`src/rtl/core/mdrs_pkg.sv`:
```
`default_nettype none

package mdrs_pkg;

	// Field widths fixed by the interface.
	localparam int TYPE_W    = 4;
	localparam int COUNT_W   = 3;
	localparam int LEVEL_W   = 5;
	localparam int CFG_IDX_W = 3;
	localparam int CFG_DAT_W = 4;
	localparam int NUM_TYPES = 6;

	// Configuration register indexes.
	localparam logic [CFG_IDX_W-1:0] CFG_COUNT  = 3'd0;
	localparam logic [CFG_IDX_W-1:0] CFG_TYPE_0 = 3'd1;
	localparam logic [CFG_IDX_W-1:0] CFG_TYPE_1 = 3'd2;
	localparam logic [CFG_IDX_W-1:0] CFG_TYPE_2 = 3'd3;
	localparam logic [CFG_IDX_W-1:0] CFG_TYPE_3 = 3'd4;
	localparam logic [CFG_IDX_W-1:0] CFG_TYPE_4 = 3'd5;
	localparam logic [CFG_IDX_W-1:0] CFG_TYPE_5 = 3'd6;

	// Operation codes of an input item.
	localparam logic OP_PUSH    = 1'b0;
	localparam logic OP_COMMAND = 1'b1;

	typedef enum logic [0:0] {
		ST_IDLE,
		ST_EXEC
	} mdrs_state_t;

	typedef struct packed {
		logic              operation;
		logic [TYPE_W-1:0] event_type;
	} mdrs_item_t;

	typedef struct packed {
		logic               command_valid;
		logic               motor_group;
		logic [TYPE_W-1:0]  requested_type;
		logic               served_from_queue;
		logic               push_dropped;
		logic [LEVEL_W-1:0] queue_level;
	} mdrs_result_t;

	// Commands from the controller to the datapath.
	typedef struct packed {
		logic capture;
		logic push_wr;
		logic push_drop;
		logic cmd_step;
		logic pop;
	} mdrs_cmd_t;

	// Status from the datapath to the controller.
	typedef struct packed {
		logic op_is_cmd;
		logic fifo_full;
		logic fifo_empty;
	} mdrs_stat_t;

endpackage

`default_nettype wire

```
`src/rtl/core/mdrs_ram.sv`:
```
`default_nettype none

module mdrs_ram #(
	parameter int WIDTH = 4,
	parameter int DEPTH = 16
) (
	input  wire logic                                      clk,
	input  wire logic                                      wr_en,
	input  wire logic [(DEPTH > 1 ? $clog2(DEPTH) : 1)-1:0] wr_addr,
	input  wire logic [WIDTH-1:0]                          wr_data,
	input  wire logic                                      rd_en,
	input  wire logic [(DEPTH > 1 ? $clog2(DEPTH) : 1)-1:0] rd_addr,
	output logic      [WIDTH-1:0]                          rd_data
);

	logic [WIDTH-1:0] mem_q [DEPTH];

	// One write port and one registered read port.
	always_ff @(posedge clk) begin
		if (wr_en) begin
			mem_q[wr_addr] <= wr_data;
		end
		if (rd_en) begin
			rd_data <= mem_q[rd_addr];
		end
	end

endmodule

`default_nettype wire

```
`src/rtl/core/mdrs_ctrl.sv`:
```
`default_nettype none

module mdrs_ctrl
	import mdrs_pkg::*;
(
	input  wire logic       clk,
	input  wire logic       arst_n,
	input  wire logic       start,
	input  wire mdrs_stat_t stat,
	output mdrs_cmd_t       cmd,
	output logic            busy,
	output logic            done
);

	mdrs_state_t state_q, state_d;
	logic        done_q, done_d;

	// State and result strobe registers.
	always_ff @(posedge clk or negedge arst_n) begin
		if (!arst_n) begin
			state_q <= ST_IDLE;
			done_q  <= 1'b0;
		end else begin
			state_q <= state_d;
			done_q  <= done_d;
		end
	end

	// Next state and datapath commands.
	always_comb begin
		state_d = state_q;
		done_d  = 1'b0;
		cmd     = '0;
		unique case (state_q)
			ST_IDLE: begin
				if (start) begin
					cmd.capture = 1'b1;
					state_d     = ST_EXEC;
				end
			end
			ST_EXEC: begin
				cmd.push_wr   = !stat.op_is_cmd && !stat.fifo_full;
				cmd.push_drop = !stat.op_is_cmd && stat.fifo_full;
				cmd.cmd_step  = stat.op_is_cmd;
				cmd.pop       = stat.op_is_cmd && !stat.fifo_empty;
				done_d        = 1'b1;
				state_d       = ST_IDLE;
			end
			default: begin
				state_d = ST_IDLE;
			end
		endcase
	end

	assign busy = (state_q == ST_EXEC);
	assign done = done_q;

`ifndef SYNTHESIS
	a_exec_then_done: assert property (@(posedge clk) disable iff (!arst_n)
		(state_q == ST_EXEC) |=> done_q)
		else $error("result strobe missing after execute cycle");
	a_done_only_after_exec: assert property (@(posedge clk) disable iff (!arst_n)
		done_q |-> (state_q == ST_IDLE))
		else $error("result strobe outside the idle state");
	a_capture_only_idle: assert property (@(posedge clk) disable iff (!arst_n)
		cmd.capture |-> (state_q == ST_IDLE))
		else $error("item captured while busy");
`endif

endmodule

`default_nettype wire

```
`src/rtl/core/mdrs_dp.sv`:
```
`default_nettype none

module mdrs_dp
	import mdrs_pkg::*;
#(
	parameter int QUEUE_DEPTH = 16,
	parameter int TABLE_SIZE  = 6
) (
	input  wire logic                  clk,
	input  wire logic                  arst_n,
	input  wire mdrs_cmd_t             cmd,
	input  wire mdrs_item_t            item,
	input  wire logic                  cfg_we,
	input  wire logic [CFG_IDX_W-1:0]  cfg_index,
	input  wire logic [CFG_DAT_W-1:0]  cfg_data,
	output mdrs_stat_t                 stat,
	output mdrs_result_t               result
);

	localparam int AW = (QUEUE_DEPTH > 1) ? $clog2(QUEUE_DEPTH) : 1;
	localparam int FW = $clog2(QUEUE_DEPTH + 1);

	// Configuration registers.
	logic [COUNT_W-1:0] count_q;
	logic [TYPE_W-1:0]  types_q [NUM_TYPES];

	// Scheduler state.
	logic               group_q;
	logic [2:0]         index_q;
	logic [AW-1:0]      head_q;
	logic [AW-1:0]      tail_q;
	logic [FW-1:0]      fill_q;
	mdrs_item_t         item_q;
	mdrs_result_t       result_q;
	logic [TYPE_W-1:0]  rd_data;

	// Next-state values.
	logic               group_d;
	logic [2:0]         index_d;
	logic [3:0]         index_inc;
	logic [COUNT_W-1:0] eff_count;
	logic [FW-1:0]      fill_d;
	logic [FW+4:0]      fill_ext;
	logic [TYPE_W-1:0]  table_type;

	// Configuration writes.
	always_ff @(posedge clk or negedge arst_n) begin
		if (!arst_n) begin
			count_q <= COUNT_W'(1);
			for (int i = 0; i < NUM_TYPES; i++) begin
				types_q[i] <= '0;
			end
		end else if (cfg_we) begin
			unique case (cfg_index) inside
				CFG_COUNT: begin
					count_q <= cfg_data[COUNT_W-1:0];
				end
				CFG_TYPE_0, CFG_TYPE_1, CFG_TYPE_2, CFG_TYPE_3, CFG_TYPE_4, CFG_TYPE_5: begin
					types_q[3'(cfg_index - CFG_TYPE_0)] <= cfg_data;
				end
				default: begin
				end
			endcase
		end
	end

	// Effective table length: zero acts as one, large values clamp.
	always_comb begin
		eff_count = count_q;
		if (count_q == '0) begin
			eff_count = COUNT_W'(1);
		end
		if (count_q > COUNT_W'(TABLE_SIZE)) begin
			eff_count = COUNT_W'(TABLE_SIZE);
		end
	end

	// Group toggle; the round-robin index advances when the group rises.
	assign index_inc = {1'b0, index_q} + 4'd1;
	always_comb begin
		group_d = ~group_q;
		index_d = index_q;
		if (!group_q) begin
			index_d = (index_inc >= {1'b0, eff_count}) ? 3'd0 : index_inc[2:0];
		end
	end

	// Table lookup at the updated index, with entry zero for an out-of-table index.
	always_comb begin
		if (index_d >= 3'(TABLE_SIZE) || index_d >= 3'(NUM_TYPES)) begin
			table_type = types_q[0];
		end else begin
			table_type = types_q[index_d];
		end
	end

	// FIFO fill after this item.
	always_comb begin
		fill_d = fill_q;
		if (cmd.push_wr) begin
			fill_d = fill_q + FW'(1);
		end else if (cmd.pop) begin
			fill_d = fill_q - FW'(1);
		end
	end
	assign fill_ext = {5'd0, fill_d};

	// Item capture, scheduler state and result register.
	always_ff @(posedge clk or negedge arst_n) begin
		if (!arst_n) begin
			group_q <= 1'b1;
			index_q <= '0;
			head_q  <= '0;
			tail_q  <= '0;
			fill_q  <= '0;
		end else begin
			if (cmd.cmd_step) begin
				group_q <= group_d;
				index_q <= index_d;
			end
			if (cmd.push_wr) begin
				tail_q <= (tail_q == AW'(QUEUE_DEPTH - 1)) ? '0 : tail_q + AW'(1);
			end
			if (cmd.pop) begin
				head_q <= (head_q == AW'(QUEUE_DEPTH - 1)) ? '0 : head_q + AW'(1);
			end
			fill_q <= fill_d;
		end
	end

	always_ff @(posedge clk) begin
		if (cmd.capture) begin
			item_q <= item;
		end
		if (cmd.cmd_step || cmd.push_wr || cmd.push_drop) begin
			result_q.command_valid     <= cmd.cmd_step;
			result_q.motor_group       <= cmd.cmd_step ? group_d : 1'b0;
			result_q.requested_type    <= cmd.pop ? rd_data :
				(cmd.cmd_step ? table_type : '0);
			result_q.served_from_queue <= cmd.pop;
			result_q.push_dropped      <= cmd.push_drop;
			result_q.queue_level       <= fill_ext[LEVEL_W-1:0];
		end
	end

	// FIFO storage; the head entry is read when an item is taken.
	mdrs_ram #(
		.WIDTH (TYPE_W),
		.DEPTH (QUEUE_DEPTH)
	) u_fifo_ram (
		.clk     (clk),
		.wr_en   (cmd.push_wr),
		.wr_addr (tail_q),
		.wr_data (item_q.event_type),
		.rd_en   (cmd.capture),
		.rd_addr (head_q),
		.rd_data (rd_data)
	);

	assign stat.op_is_cmd  = (item_q.operation == OP_COMMAND);
	assign stat.fifo_full  = (fill_q == FW'(QUEUE_DEPTH));
	assign stat.fifo_empty = (fill_q == '0);
	assign result          = result_q;

`ifndef SYNTHESIS
	a_fill_bound: assert property (@(posedge clk) disable iff (!arst_n)
		cmd.push_wr |-> (fill_q < FW'(QUEUE_DEPTH)))
		else $error("push written into a full FIFO");
	a_pop_not_empty: assert property (@(posedge clk) disable iff (!arst_n)
		cmd.pop |-> (fill_q != '0) && cmd.cmd_step)
		else $error("pop from an empty FIFO or outside a command");
	a_tail_tracks_fill: assert property (@(posedge clk) disable iff (!arst_n)
		(fill_q == '0) |-> (head_q == tail_q))
		else $error("empty FIFO with head and tail apart");
`endif

endmodule

`default_nettype wire

```
`src/rtl/core/motor_data_request_scheduler_unit.sv`:
```
// An accepted item is captured into the item register and executed in the
// execute state; its result is registered with done and held until the next.
// A new item is accepted only while idle; busy is high in the execute cycle.
// The receiver cannot stall: done is high for exactly one cycle per result.
// Reset (arst_n low) sets the group bit to one, clears the index and the FIFO
// pointers, and restores the configuration; FIFO contents are unknown until written.
`default_nettype none

module motor_data_request_scheduler_unit
	import mdrs_pkg::*;
#(
	parameter int QUEUE_DEPTH = 16,
	parameter int TABLE_SIZE  = 6
) (
	input  wire logic                 clk,
	input  wire logic                 arst_n,
	input  wire logic                 start,
	output logic                      busy,
	input  wire mdrs_item_t           item,
	output logic                      done,
	output mdrs_result_t              result,
	input  wire logic                 cfg_valid,
	output logic                      cfg_ready,
	input  wire logic [CFG_IDX_W-1:0] cfg_index,
	input  wire logic [CFG_DAT_W-1:0] cfg_data
);

	mdrs_cmd_t  cmd;
	mdrs_stat_t stat;

	// Configuration writes are taken only while no item is executing.
	assign cfg_ready = !busy;

	mdrs_ctrl u_ctrl (
		.clk    (clk),
		.arst_n (arst_n),
		.start  (start),
		.stat   (stat),
		.cmd    (cmd),
		.busy   (busy),
		.done   (done)
	);

	mdrs_dp #(
		.QUEUE_DEPTH (QUEUE_DEPTH),
		.TABLE_SIZE  (TABLE_SIZE)
	) u_dp (
		.clk       (clk),
		.arst_n    (arst_n),
		.cmd       (cmd),
		.item      (item),
		.cfg_we    (cfg_valid && cfg_ready),
		.cfg_index (cfg_index),
		.cfg_data  (cfg_data),
		.stat      (stat),
		.result    (result)
	);

endmodule

`default_nettype wire
```
`config.mk`:
```
export PLATFORM = sky130hd
export DESIGN_NAME = motor_data_request_scheduler_unit
export DESIGN_NICKNAME = d
export VERILOG_FILES = /design/src/rtl/core/mdrs_pkg.sv /design/src/rtl/core/mdrs_ram.sv /design/src/rtl/core/mdrs_ctrl.sv /design/src/rtl/core/mdrs_dp.sv /design/src/rtl/core/motor_data_request_scheduler_unit.sv
export SDC_FILE = /design/constraint.sdc
export NUM_CORES = 1
export LEC_CHECK = 0
export BUFFER_PORTS_ARGS = -buffer_cell sky130_fd_sc_hd__buf_2
export CORE_MARGIN = 2
export CORE_UTILIZATION = 45
export CTS_CLUSTER_DIAMETER = 150
export DETAILED_ROUTE_END_ITERATION = 16
export GPL_TIMING_DRIVEN = 0
export HOLD_SLACK_MARGIN = 0.06
export PLACE_DENSITY = 0.64
export RECOVER_POWER = 25
export SLEW_MARGIN = 30
export SYNTH_ARGS = -nofsm -noshare
export SYNTH_HDL_FRONTEND = slang
export SYNTH_SLANG_ARGS = --single-unit
```
`constraint.sdc`:
```
create_clock -name clk -period 2.8 [get_ports clk]
set_input_delay 0.56 -clock clk [delete_from_list [all_inputs] [get_ports clk]]
set_output_delay 0.56 -clock clk [all_outputs]
set_load 0.02 [all_outputs]
```
==> results of run 1 <==
-- layout make-up --
class,count,share of cell area (%)
Sequential cell,132,54.0
Tap cell,172,3.11
Timing Repair Buffer,35,2.67
Buffer,19,1.46
Clock buffer,17,6.14
Inverter,14,0.759
Clock inverter,15,2.82
Multi-Input combinational cell,227,29.1
-- registers in the layout (all words and copies together), names as in the netlist --
signal                   cells
u_ctrl.busy                  1
u_ctrl.done                  1
u_dp.count_q                 3
u_dp.fill_q                  5
u_dp.group_q                 1
u_dp.head_q                  4
u_dp.index_q                 3
u_dp.item_q                  4
u_dp.result                 13
u_dp.stat                    1
u_dp.tail_q                  4
u_dp.types_q                24
u_dp.u_fifo_ram.mem_q       64
u_dp.u_fifo_ram.rd_data      4
-- per-layer routing --
layer  global-route usage (%)  wire length, µm
met5                        0                0
met4                     4.52               89
met3                     6.27              612
met2                     27.5             5660
met1                     23.9             4990
-- report_power, final --
group          leakage [nW]  switching (mW)  internal, mW  total, mW
registers              1.35           0.231          2.44       2.67
logic                  1.04           0.979         0.932       1.91
clock network         0.296           0.874          1.43       2.30
total                  2.68            2.08          4.80       6.88
-- what timing repair did --
action                                  in CTS  in global routing
resized for setup                            3                  6
setup buffers                                0                  4
pin swaps                                    0                  2
endpoints found under the setup margin       3                  8
-- worst paths after layout --
kind                            startpoint              end  slack [ns]  cells after the start
setup / recovery           u_dp.index_q[1]  u_dp.result[10]        0.07                     10
hold / removal                     item[0]   u_dp.item_q[0]        0.32                      1
setup reg to reg           u_dp.index_q[1]  u_dp.result[10]        0.07                     10
hold reg to reg            u_dp.types_q[7]  u_dp.types_q[7]        0.51                      1
max in group asynchronous           arst_n  u_dp.index_q[1]        1.60                      1
min in group asynchronous           arst_n   u_dp.fill_q[0]        0.39                      1
-- worst max-delay path: stages, from the launching register on --
cell and delay, ns:
sky130_fd_sc_hd__dfrtp_2 0.45, sky130_fd_sc_hd__ha_1 0.23, sky130_fd_sc_hd__xor2_1 0.15, sky130_fd_sc_hd__ha_1 0.33, sky130_fd_sc_hd__a21oi_2 0.17, sky130_fd_sc_hd__o21ai_2 0.10, sky130_fd_sc_hd__o31a_1 0.32, sky130_fd_sc_hd__clkbuf_4 0.19
sky130_fd_sc_hd__and3_1 0.19, sky130_fd_sc_hd__o21ai_0 0.16, sky130_fd_sc_hd__nand4_1 0.15
-- layout by cell type, fill, tap and decap left out, types with 14 or more instances in the layout --
cell and n:
sky130_fd_sc_hd__edfxtp_1 86, sky130_fd_sc_hd__ha_1 15, sky130_fd_sc_hd__buf_2 38, sky130_fd_sc_hd__dfrtp_1 43, sky130_fd_sc_hd__inv_1 14, sky130_fd_sc_hd__nand2_1 30
sky130_fd_sc_hd__o21ai_0 15, sky130_fd_sc_hd__and3_1 17, sky130_fd_sc_hd__mux2_2 31, sky130_fd_sc_hd__clkbuf_16 17
-- cells by family (layout without fill, tap and decap cells) --
kind of cell / Yosys count / count (layout) / share of synthesized area, %
simple gates: 94 / 94 / 8.83
mux: 52 / 52 / 14.2
fa+ha+maj: 16 / 16 / 3.36
flops: 132 / 132 / 63.5
xor+xnor: 8 / 8 / 1.19
buf+inv: 33 / 100 / 2.55
compound gates: 57 / 57 / 6.34
-- synth_stat cells, types with 9 or more instances --
master and number:
sky130_fd_sc_hd__dfrtp_1 44, sky130_fd_sc_hd__buf_2 9, sky130_fd_sc_hd__mux4_2 13, sky130_fd_sc_hd__and3_1 17, sky130_fd_sc_hd__mux2_2 31, sky130_fd_sc_hd__ha_1 15
sky130_fd_sc_hd__inv_1 14, sky130_fd_sc_hd__o21ai_0 18, sky130_fd_sc_hd__edfxtp_1 86, sky130_fd_sc_hd__nand2_1 30
-- per-stage QoR --
step           util (%)  hold slack (ns)
3_5_place_dp       49.4            0.493
4_1_cts            54.3            0.175
3_3_place_gp       49.3            0.484
6_report           54.6            0.320
2_1_floorplan         -            0.264
5_1_grt            54.6            0.292
==> flow_summary.json, run 1 <==
{
  "clock_skew_ns": 0.00822,
  "worst_slew_margin_rel_pct": 18.8,
  "multi_input_area_um2": 2010,
  "initial_antenna_violation_count": 0,
  "placed_cells": 595,
  "worst_skew_pair.late_latency_ns": 0.42,
  "async_reset_ff_share_pct": 34.8,
  "fill_cells": 1022,
  "worst_slack_ns": 0.0731,
  "detailed_place_hpwl_um": 7880,
  "die_w_um": 118,
  "clk_path_buf_depth": 2,
  "timing_hold_violations_final": 0,
  "die_height_um": 118,
  "num_vias": 3470,
  "number_of_drc_violations_after_detailed_routing": 0,
  "ant_nets": 0,
  "place.port_buffers": 31,
  "insertedDiodeCount": 0,
  "dpl-instance-area_um2": 6250,
  "synthesis.yosys.warnings": 0,
  "synth_cell_types": 54,
  "ir_worst_vdd_mv": 0.597,
  "min_period_ns": 2.73,
  "detailedPlace.worstSlack_ns": -0.0134,
  "synth_enable_flop_cells": 86,
  "syn-cell-area_um2": 5880,
  "power_density_nw_per_um2": 994,
  "wire_length_of_the_first_global_routing_pass_um": 18600,
  "syn_to_final_growth_pct": 17.7,
  "synth_nets": 423,
  "run_status": "completed",
  "post_synth.cell_area_avg_um2": 15.0,
  "worstSetupStartpointType": "flop",
  "regArea_um2": 3740,
  "power.static_leakage_nw": 2.68,
  "fraction_of_final_layout_cells_sized_beyond_drive_strength_1_pct": 30.3,
  "ys.flop_type": "sky130_fd_sc_hd__edfxtp_1",
  "critical_path_required_ns": 2.94,
  "design.core.area_um2": 12700,
  "initial_utilization_pct": 46.4,
  "totalWireLength_um": 11300,
  "tightestPinTransition_ns": 1.22,
  "route.detailed.vias_per_inst": 5.50,
  "finish.instance_area_um2": 6920,
  "cts-htree-levels": 4,
  "initialDrtViolationCount": 270,
  "synth.ff_latch_count": 132,
  "i_o_pins": 32,
  "setup_total_negative_slack_ns": 0,
  "firstDrtPassIters": 5,
  "routabilityCongestion": 0.848,
  "design.final.nets": 477,
  "clock_tree_root_buffer_cell": "sky130_fd_sc_hd__clkbuf_16",
  "timing_max_transition_violations_final": 0,
  "layoutNonFillerInstCount": 631,
  "arrival_ns": 2.86,
  "worst-path-max-fanout": 10,
  "worstHoldPathType": "input port to flop",
  "timing.max_cap.violations": 0,
  "power.total_mw": 6.88,
  "cts_hold_buffers": 0,
  "worst-setup-path-type": "flop to flop",
  "tritoncts": "done",
  "grt_max_degree": 47,
  "critical_path.endpoint_type": "flop",
  "timing.final.setup_violations": 0,
  "detail_route.wl_per_cell_um": 18.0,
  "synth_largest_area_cell": "sky130_fd_sc_hd__edfxtp_1",
  "grt_pass1_vias": 3412,
  "cts_sinks": 132,
  "floorplan.die_area_um2": 14000,
  "congestion_overflow_gr": 0,
  "synth_top_area_share_pct": 43.9,
  "post-route-period-util_pct": 97.4,
  "worst_setup_hold_path_clk_slew_ns": 0.06,
  "synth.area.top_cells": "sky130_fd_sc_hd__edfxtp_1 (44%), sky130_fd_sc_hd__dfrtp_1 (19%), sky130_fd_sc_hd__mux2_2 (5.9%)",
  "grt_setup_unrepaired": "no",
  "synth_sequential_area_ratio_pct": 63.5,
  "synthesis.instances": 392,
  "tritoncts.num_buffers": 17,
  "core.rowCount": 41,
  "grt_util_all_layers_pct": 17.7,
  "timing_limited_maximum_frequency_ghz": 0.367
}
Note: power is estimated with default switching activity, not from simulation.
==> run 2, diff against run 1 <==
--- a/config.mk
+++ b/config.mk
@@ -6,14 +6,17 @@
 export NUM_CORES = 1
 export LEC_CHECK = 0
 export BUFFER_PORTS_ARGS = -buffer_cell sky130_fd_sc_hd__buf_2
+export CELL_PAD_IN_SITES_DETAIL_PLACEMENT = 0
+export CELL_PAD_IN_SITES_GLOBAL_PLACEMENT = 1
 export CORE_MARGIN = 2
 export CORE_UTILIZATION = 45
 export CTS_CLUSTER_DIAMETER = 150
 export DETAILED_ROUTE_END_ITERATION = 16
 export GPL_TIMING_DRIVEN = 0
 export HOLD_SLACK_MARGIN = 0.06
-export PLACE_DENSITY = 0.64
+export PLACE_DENSITY = 0.73
 export RECOVER_POWER = 25
+export REMOVE_ABC_BUFFERS = 1
 export SLEW_MARGIN = 30
 export SYNTH_ARGS = -nofsm -noshare
 export SYNTH_HDL_FRONTEND = slang
==> flow_summary.json, run 2 (synthesis gave the netlist of run 1 again) <==
{
  "largest_register_ff_count": 64,
  "initialDrtViolationCount": 252,
  "i_o_pins": 32,
  "die_w_um": 118,
  "place.port_buffers": 31,
  "placed_cells": 576,
  "timing.reg2reg.worst_path_depth": 10,
  "grt_pass1_vias": 3302,
  "met1_usage_pct": 23.4,
  "most_common_cell_after_layout_fill_and_taps_aside": "sky130_fd_sc_hd__edfxtp_1",
  "worst_skew_pair.late_latency_ns": 0.42,
  "congestion_overflow_gr": 0,
  "tritoncts": "done",
  "tightestPinTransition_ns": 1.24,
  "worst-path-max-fanout": 6,
  "grt_util_all_layers_pct": 17.0,
  "worst-setup-path-type": "flop to flop",
  "min_period_ns": 2.70,
  "detailed_place_hpwl_um": 7300,
  "max_flop_register": "u_dp.u_fifo_ram.mem_q",
  "tritoncts.num_buffers": 17,
  "timing_limited_maximum_frequency_ghz": 0.370,
  "routabilityCongestion": 0.802,
  "grt.busiest_layer": "met2",
  "timing_hold_violations_final": 0,
  "firstDrtPassIters": 4,
  "initial_antenna_violation_count": 0,
  "setup_total_negative_slack_ns": 0,
  "worstSetupStartpointType": "flop",
  "timing.final.setup_violations": 0,
  "route.detailed.vias_per_inst": 5.39,
  "ir_worst_vdd_mv": 0.455,
  "hold_ws_ns": 0.317,
  "clock_tree_root_buffer_cell": "sky130_fd_sc_hd__clkbuf_16",
  "reg2reg_slack_ns": 0.1,
  "grt_max_degree": 47,
  "critical_path.endpoint_type": "flop",
  "power.static_leakage_nw": 2.62,
  "regToRegStartpoint": "u_dp.index_q[1]",
  "most-common-layout-cells": "sky130_fd_sc_hd__edfxtp_1 (86), sky130_fd_sc_hd__dfrtp_1 (40), sky130_fd_sc_hd__buf_2 (30), sky130_fd_sc_hd__nand2_1 (29), sky130_fd_sc_hd__mux2_2 (29)",
  "arrival_ns": 2.85,
  "totalWireLength_um": 10900,
  "cts_hold_buffers": 0,
  "design.final.nets": 459,
  "hold_depth": 1,
  "worst_slew_margin_rel_pct": 17.3,
  "utilization_pct": 53.7,
  "cts-htree-levels": 4,
  "timing.max_cap.violations": 0,
  "fraction_of_final_layout_cells_sized_beyond_drive_strength_1_pct": 30.6,
  "layoutNonFillerInstCount": 613,
  "global_route.usage.met3_pct": 4.78,
  "worst_setup_hold_path_clk_slew_ns": 0.06,
  "wire_length_of_the_first_global_routing_pass_um": 18000,
  "hold_path.startpoint": "item[2]",
  "design.core.area_um2": 12700,
  "power_density_nw_per_um2": 966,
  "grt_use_met2_pct": 26.1,
  "die_height_um": 118,
  "insertedDiodeCount": 0,
  "syn_to_final_growth_pct": 15.8,
  "detail_route.wl_per_cell_um": 17.9,
  "ant_nets": 0,
  "clock_skew_ns": 0.00836,
  "critical_path_required_ns": 2.95,
  "post-route-period-util_pct": 96.4,
  "initial_utilization_pct": 46.4,
  "run_status": "completed",
  "hold_end": "u_dp.item_q[2]",
  "clk_path_buf_depth": 2,
  "core.rowCount": 41,
  "floorplan.die_area_um2": 14000,
  "num_vias": 3307,
  "worstHoldPathType": "input port to flop",
  "cts_sinks": 132,
  "r2r_end": "u_dp.result[7]",
  "timing_max_transition_violations_final": 0,
  "number_of_drc_violations_after_detailed_routing": 0
}
==> run 2: changes by cell type in the layout (fill, tap and decap cells not counted), moves of 3 or more <==
cell                        delta
sky130_fd_sc_hd__inv_8         -3
sky130_fd_sc_hd__buf_2         -8
sky130_fd_sc_hd__dfrtp_2       +3
sky130_fd_sc_hd__inv_4         +3
sky130_fd_sc_hd__clkinv_2      +4
sky130_fd_sc_hd__o21ai_0       +3
sky130_fd_sc_hd__clkbuf_1      -4
sky130_fd_sc_hd__bufinv_16     -3
sky130_fd_sc_hd__dfrtp_1       -3
==> run 2: repair_timing <==
| item | CTS | global route |
|---|---|---|
| resized for setup | 8 | 10 |
| endpoints found under the setup margin | 12 | 16 |
| buffers inserted | 1 | 4 |
| pin swaps | 1 | 4 |
==> run 2: layout make-up <==
class,count,area [µm²]
sequential,132,3740
clock buffer,20,458
fill,1044,5860
timing repair buffer,36,193
clock inverter,12,77.6
tap,172,215
multi-input combinational,227,2070
inverter,14,52.6
==> run 2: per-layer routing <==
layer	routed length, µm	up-vias
met3	432	16
met1	5140	1664
met4	160	0
met2	5210	54
li1	-	1573
met5	0	-
==> run 2: worst max-delay path by stage <==
stage                     slack (ns)                          end             from  cells past startpoint
final                            0.1               u_dp.result[7]  u_dp.index_q[1]                     10
after global routing           -0.01              u_dp.result[10]  u_dp.index_q[1]                     10
after detailed placement       -0.37               u_dp.result[7]  u_dp.index_q[0]                      9
after floorplan                 0.16              u_dp.result[10]  u_dp.index_q[0]                      9
after CTS                       0.01               u_dp.result[7]  u_dp.index_q[1]                      9
after global placement         -0.77  u_dp.u_fifo_ram.mem_q[7][1]      u_ctrl.busy                      4
==> run 2: worst max-delay path: stages (launching register included) <==
cell and delay, ns:
sky130_fd_sc_hd__dfrtp_2 0.44, sky130_fd_sc_hd__ha_2 0.21, sky130_fd_sc_hd__xor2_1 0.15, sky130_fd_sc_hd__ha_1 0.35, sky130_fd_sc_hd__a21oi_4 0.18, sky130_fd_sc_hd__o21ai_4 0.09, sky130_fd_sc_hd__o31a_1 0.24, sky130_fd_sc_hd__buf_4 0.16
sky130_fd_sc_hd__mux2_4 0.32, sky130_fd_sc_hd__o211ai_1 0.17, sky130_fd_sc_hd__nand4_1 0.12
==> run 2: through the flow <==
step | power, mW | area (µm²) | setup WS (ns)
finish | 6.58 | 6810 | 0.0995
global route | 6.95 | 6810 | -0.0117
global placement | 4.38 | 6150 | -0.774
CTS | 6.49 | 6750 | 0.00985
detailed placement | 4.43 | 6160 | -0.368
floorplan | 3.96 | 5780 | 0.161
==> run 2: report_power, final <==
group / internal [mW] / switching (mW)
Sequential: 2.44 / 0.418
Clock: 1.18 / 0.829
Combinational: 0.909 / 0.801
Total: 4.53 / 2.05
==> run 3, diff against run 2 <==
--- a/config.mk
+++ b/config.mk
@@ -5,16 +5,16 @@
 export SDC_FILE = /design/constraint.sdc
 export NUM_CORES = 1
 export LEC_CHECK = 0
-export BUFFER_PORTS_ARGS = -buffer_cell sky130_fd_sc_hd__buf_2
 export CELL_PAD_IN_SITES_DETAIL_PLACEMENT = 0
 export CELL_PAD_IN_SITES_GLOBAL_PLACEMENT = 1
 export CORE_MARGIN = 2
 export CORE_UTILIZATION = 45
 export CTS_CLUSTER_DIAMETER = 150
 export DETAILED_ROUTE_END_ITERATION = 16
+export DONT_BUFFER_PORTS = 1
 export GPL_TIMING_DRIVEN = 0
 export HOLD_SLACK_MARGIN = 0.06
-export PLACE_DENSITY = 0.73
+export PLACE_DENSITY = 0.7
 export RECOVER_POWER = 25
 export REMOVE_ABC_BUFFERS = 1
 export SLEW_MARGIN = 30
==> flow_summary.json, run 3 (synthesis gave the netlist of run 1 again) <==
{
  "regToRegStartpoint": "u_dp.index_q[0]",
  "routabilityCongestion": 0.757,
  "place.port_buffers": 0,
  "r2r_end": "u_dp.result[9]",
  "crit_top_cell": "sky130_fd_sc_hd__o21ai_2",
  "critical_path_required_ns": 2.93,
  "tritoncts.num_buffers": 17,
  "clock_tree_root_buffer_cell": "sky130_fd_sc_hd__clkbuf_16",
  "max_flop_register": "u_dp.u_fifo_ram.mem_q",
  "insertedDiodeCount": 0,
  "arrival_ns": 2.82,
  "die_w_um": 118,
  "most-common-layout-cells": "sky130_fd_sc_hd__edfxtp_1 (86), sky130_fd_sc_hd__dfrtp_1 (40), sky130_fd_sc_hd__mux2_2 (31), sky130_fd_sc_hd__nand2_1 (30), sky130_fd_sc_hd__clkbuf_16 (18)",
  "firstDrtPassIters": 4,
  "tritoncts": "done",
  "clk_path_buf_depth": 2,
  "slowest_stage": "sky130_fd_sc_hd__dfrtp_2",
  "fill_cells": 1082,
  "worst_skew_pair.late_latency_ns": 0.42,
  "timing_limited_maximum_frequency_ghz": 0.372,
  "layoutNonFillerInstCount": 586,
  "initial_utilization_pct": 46.4,
  "dpl-instance-area_um2": 6000,
  "die_height_um": 118,
  "tightestPinTransition_ns": 1.22,
  "min_period_ns": 2.69,
  "totalWireLength_um": 10700,
  "cts_sinks": 132,
  "design.core.area_um2": 12700,
  "critical_path.endpoint_type": "flop",
  "worst-setup-path-type": "flop to flop",
  "post-route-period-util_pct": 96.1,
  "dr_wl_met2_um": 4970,
  "grt_pass1_vias": 3177,
  "timing.reg2reg.worst_path_depth": 9,
  "fraction_of_final_layout_cells_sized_beyond_drive_strength_1_pct": 25.6,
  "floorplan.die_area_um2": 14000,
  "timing.max_cap.violations": 0,
  "timing.critical_path.slowest_cell_delay_ns": 0.43,
  "detail_route.wl_per_cell_um": 18.2,
  "detail_route.wirelength.met1_um": 5120,
  "grt_max_degree": 47,
  "worst_slew_margin_rel_pct": 18.7,
  "timing.critical_path.buf_inv": 0,
  "routed-wl-met3_um": 428,
  "core.rowCount": 41,
  "critPathCapture": "u_dp.result[9]",
  "route.detailed.vias_per_inst": 5.51,
  "power.static_leakage_nw": 2.48,
  "reg2reg_slack_ns": 0.11,
  "clock_skew_ns": 0.00815,
  "grt_util_all_layers_pct": 16.4,
  "timing_hold_violations_final": 0,
  "power_density_nw_per_um2": 964,
  "ir_worst_vdd_mv": 0.614,
  "crit_cells": 9,
  "syn_to_final_growth_pct": 13.3,
  "worstHoldPathType": "input port to flop",
  "cts-htree-levels": 4,
  "largest_register_ff_count": 64,
  "worstSetupStartpointType": "flop",
  "placed_cells": 545,
  "initial_antenna_violation_count": 0,
  "num_vias": 3227,
  "i_o_pins": 32,
  "finish.instance_area_um2": 6660,
  "top_signal_layer_used": "met4",
  "worst-path-max-fanout": 21,
  "worst_setup_hold_path_clk_slew_ns": 0.06,
  "wire_length_of_the_first_global_routing_pass_um": 17200,
  "design.final.nets": 432,
  "detailed_place_hpwl_um": 7180,
  "most_common_cell_after_layout_fill_and_taps_aside": "sky130_fd_sc_hd__edfxtp_1",
  "critical-path-top-delay-family": "compound AO/OA/AOI/OAI gates",
  "congestion_overflow_gr": 0,
  "run_status": "completed",
  "startpoint": "u_dp.index_q[0]",
  "crit_path_cell_trace": "ha_2 -> xor2_1 -> ha_1 -> a21oi_2 -> o21ai_2 -> o31a_4 -> and3_1 -> o21ai_2 -> nand4_1",
  "timing.final.setup_violations": 0,
  "ant_nets": 0,
  "number_of_drc_violations_after_detailed_routing": 0,
  "initialDrtViolationCount": 310,
  "timing_max_transition_violations_final": 0
}
## run 3: cell count changes in the layout (fill, tap and decap cells not counted), moves of 2 or more
cell                         change
sky130_fd_sc_hd__o21ai_0         -4
sky130_fd_sc_hd__mux2_2          +2
sky130_fd_sc_hd__inv_4           -3
sky130_fd_sc_hd__buf_4           +2
sky130_fd_sc_hd__mux2_4          -2
sky130_fd_sc_hd__o21ai_1         +2
sky130_fd_sc_hd__clkinvlp_4      +3
sky130_fd_sc_hd__buf_2          -30
sky130_fd_sc_hd__o21ai_2         +3
## run 3: layout make-up
cell class	count	area [µm²]	area share (%)
timing repair buffer	9	67.6	1.01
tap	172	215	3.23
sequential	132	3740	56.2
clock buffer	20	458	6.87
multi-input combinational	227	2050	30.7
clock inverter	12	81.3	1.22
inverter	14	52.6	0.789
## run 3: worst min-delay path by stage
stage / from / endpoint / slack (ns) / cells after the start
2_1_floorplan: arst_n / u_ctrl.busy / 0.26 / 0
3_3_place_gp: arst_n / u_dp.fill_q[2] / 0.27 / 0
3_5_place_dp: arst_n / u_dp.fill_q[1] / 0.27 / 0
4_1_cts: item[3] / u_dp.item_q[3] / 0.22 / 0
5_1_grt: item[3] / u_dp.item_q[3] / 0.21 / 0
6_report: item[3] / u_dp.item_q[3] / 0.23 / 0
## run 3: repair_timing
action	CTS	global route
buffers inserted	0	7
hold buffers	2	0
endpoints found under the setup margin	16	4
gates resized for setup	11	6
pin swaps	0	1
hold endpoints to repair	46	0
## run 3: layer usage
| metal | global-route usage, % | vias up |
|---|---|---|
| met3 | 4.92 | 12 |
| met5 | 0 | - |
| met2 | 24.1 | 52 |
| met1 | 22.9 | 1647 |
| li1 | - | 1516 |
| met4 | 6.55 | 0 |
## run 3: through the flow
| step | power (mW) | setup TNS, ns | setup slack, ns | utilization, % | hold WS (ns) |
|---|---|---|---|---|---|
| 4_1_cts | 6.41 | 0 | 0.0119 | 52.2 | 0.215 |
| 6_report | 6.42 | 0 | 0.108 | 52.6 | 0.234 |
| 3_3_place_gp | 4.29 | -23.63 | -0.744 | 47.3 | 0.266 |
| 3_5_place_dp | 4.34 | -3.94 | -0.503 | 47.4 | 0.266 |
| 5_1_grt | 6.77 | -0.00401 | -0.00401 | 52.6 | 0.212 |
| 2_1_floorplan | 3.96 | 0 | 0.161 | - | 0.264 |
## run 3: worst reg2reg max path, cell delays in order, from the launching register on
cell	delay, ns
sky130_fd_sc_hd__dfrtp_2	0.43
sky130_fd_sc_hd__ha_2	0.21
sky130_fd_sc_hd__xor2_1	0.15
sky130_fd_sc_hd__ha_1	0.33
sky130_fd_sc_hd__a21oi_2	0.18
sky130_fd_sc_hd__o21ai_2	0.10
sky130_fd_sc_hd__o31a_4	0.43
sky130_fd_sc_hd__and3_1	0.23
sky130_fd_sc_hd__o21ai_2	0.19
sky130_fd_sc_hd__nand4_1	0.16
## run 3: power breakdown
group	total, mW	internal, mW	switching (mW)
Combinational	1.55	0.849	0.700
Clock	1.99	1.18	0.812
Sequential	2.89	2.44	0.442
Total	6.42	4.47	1.95
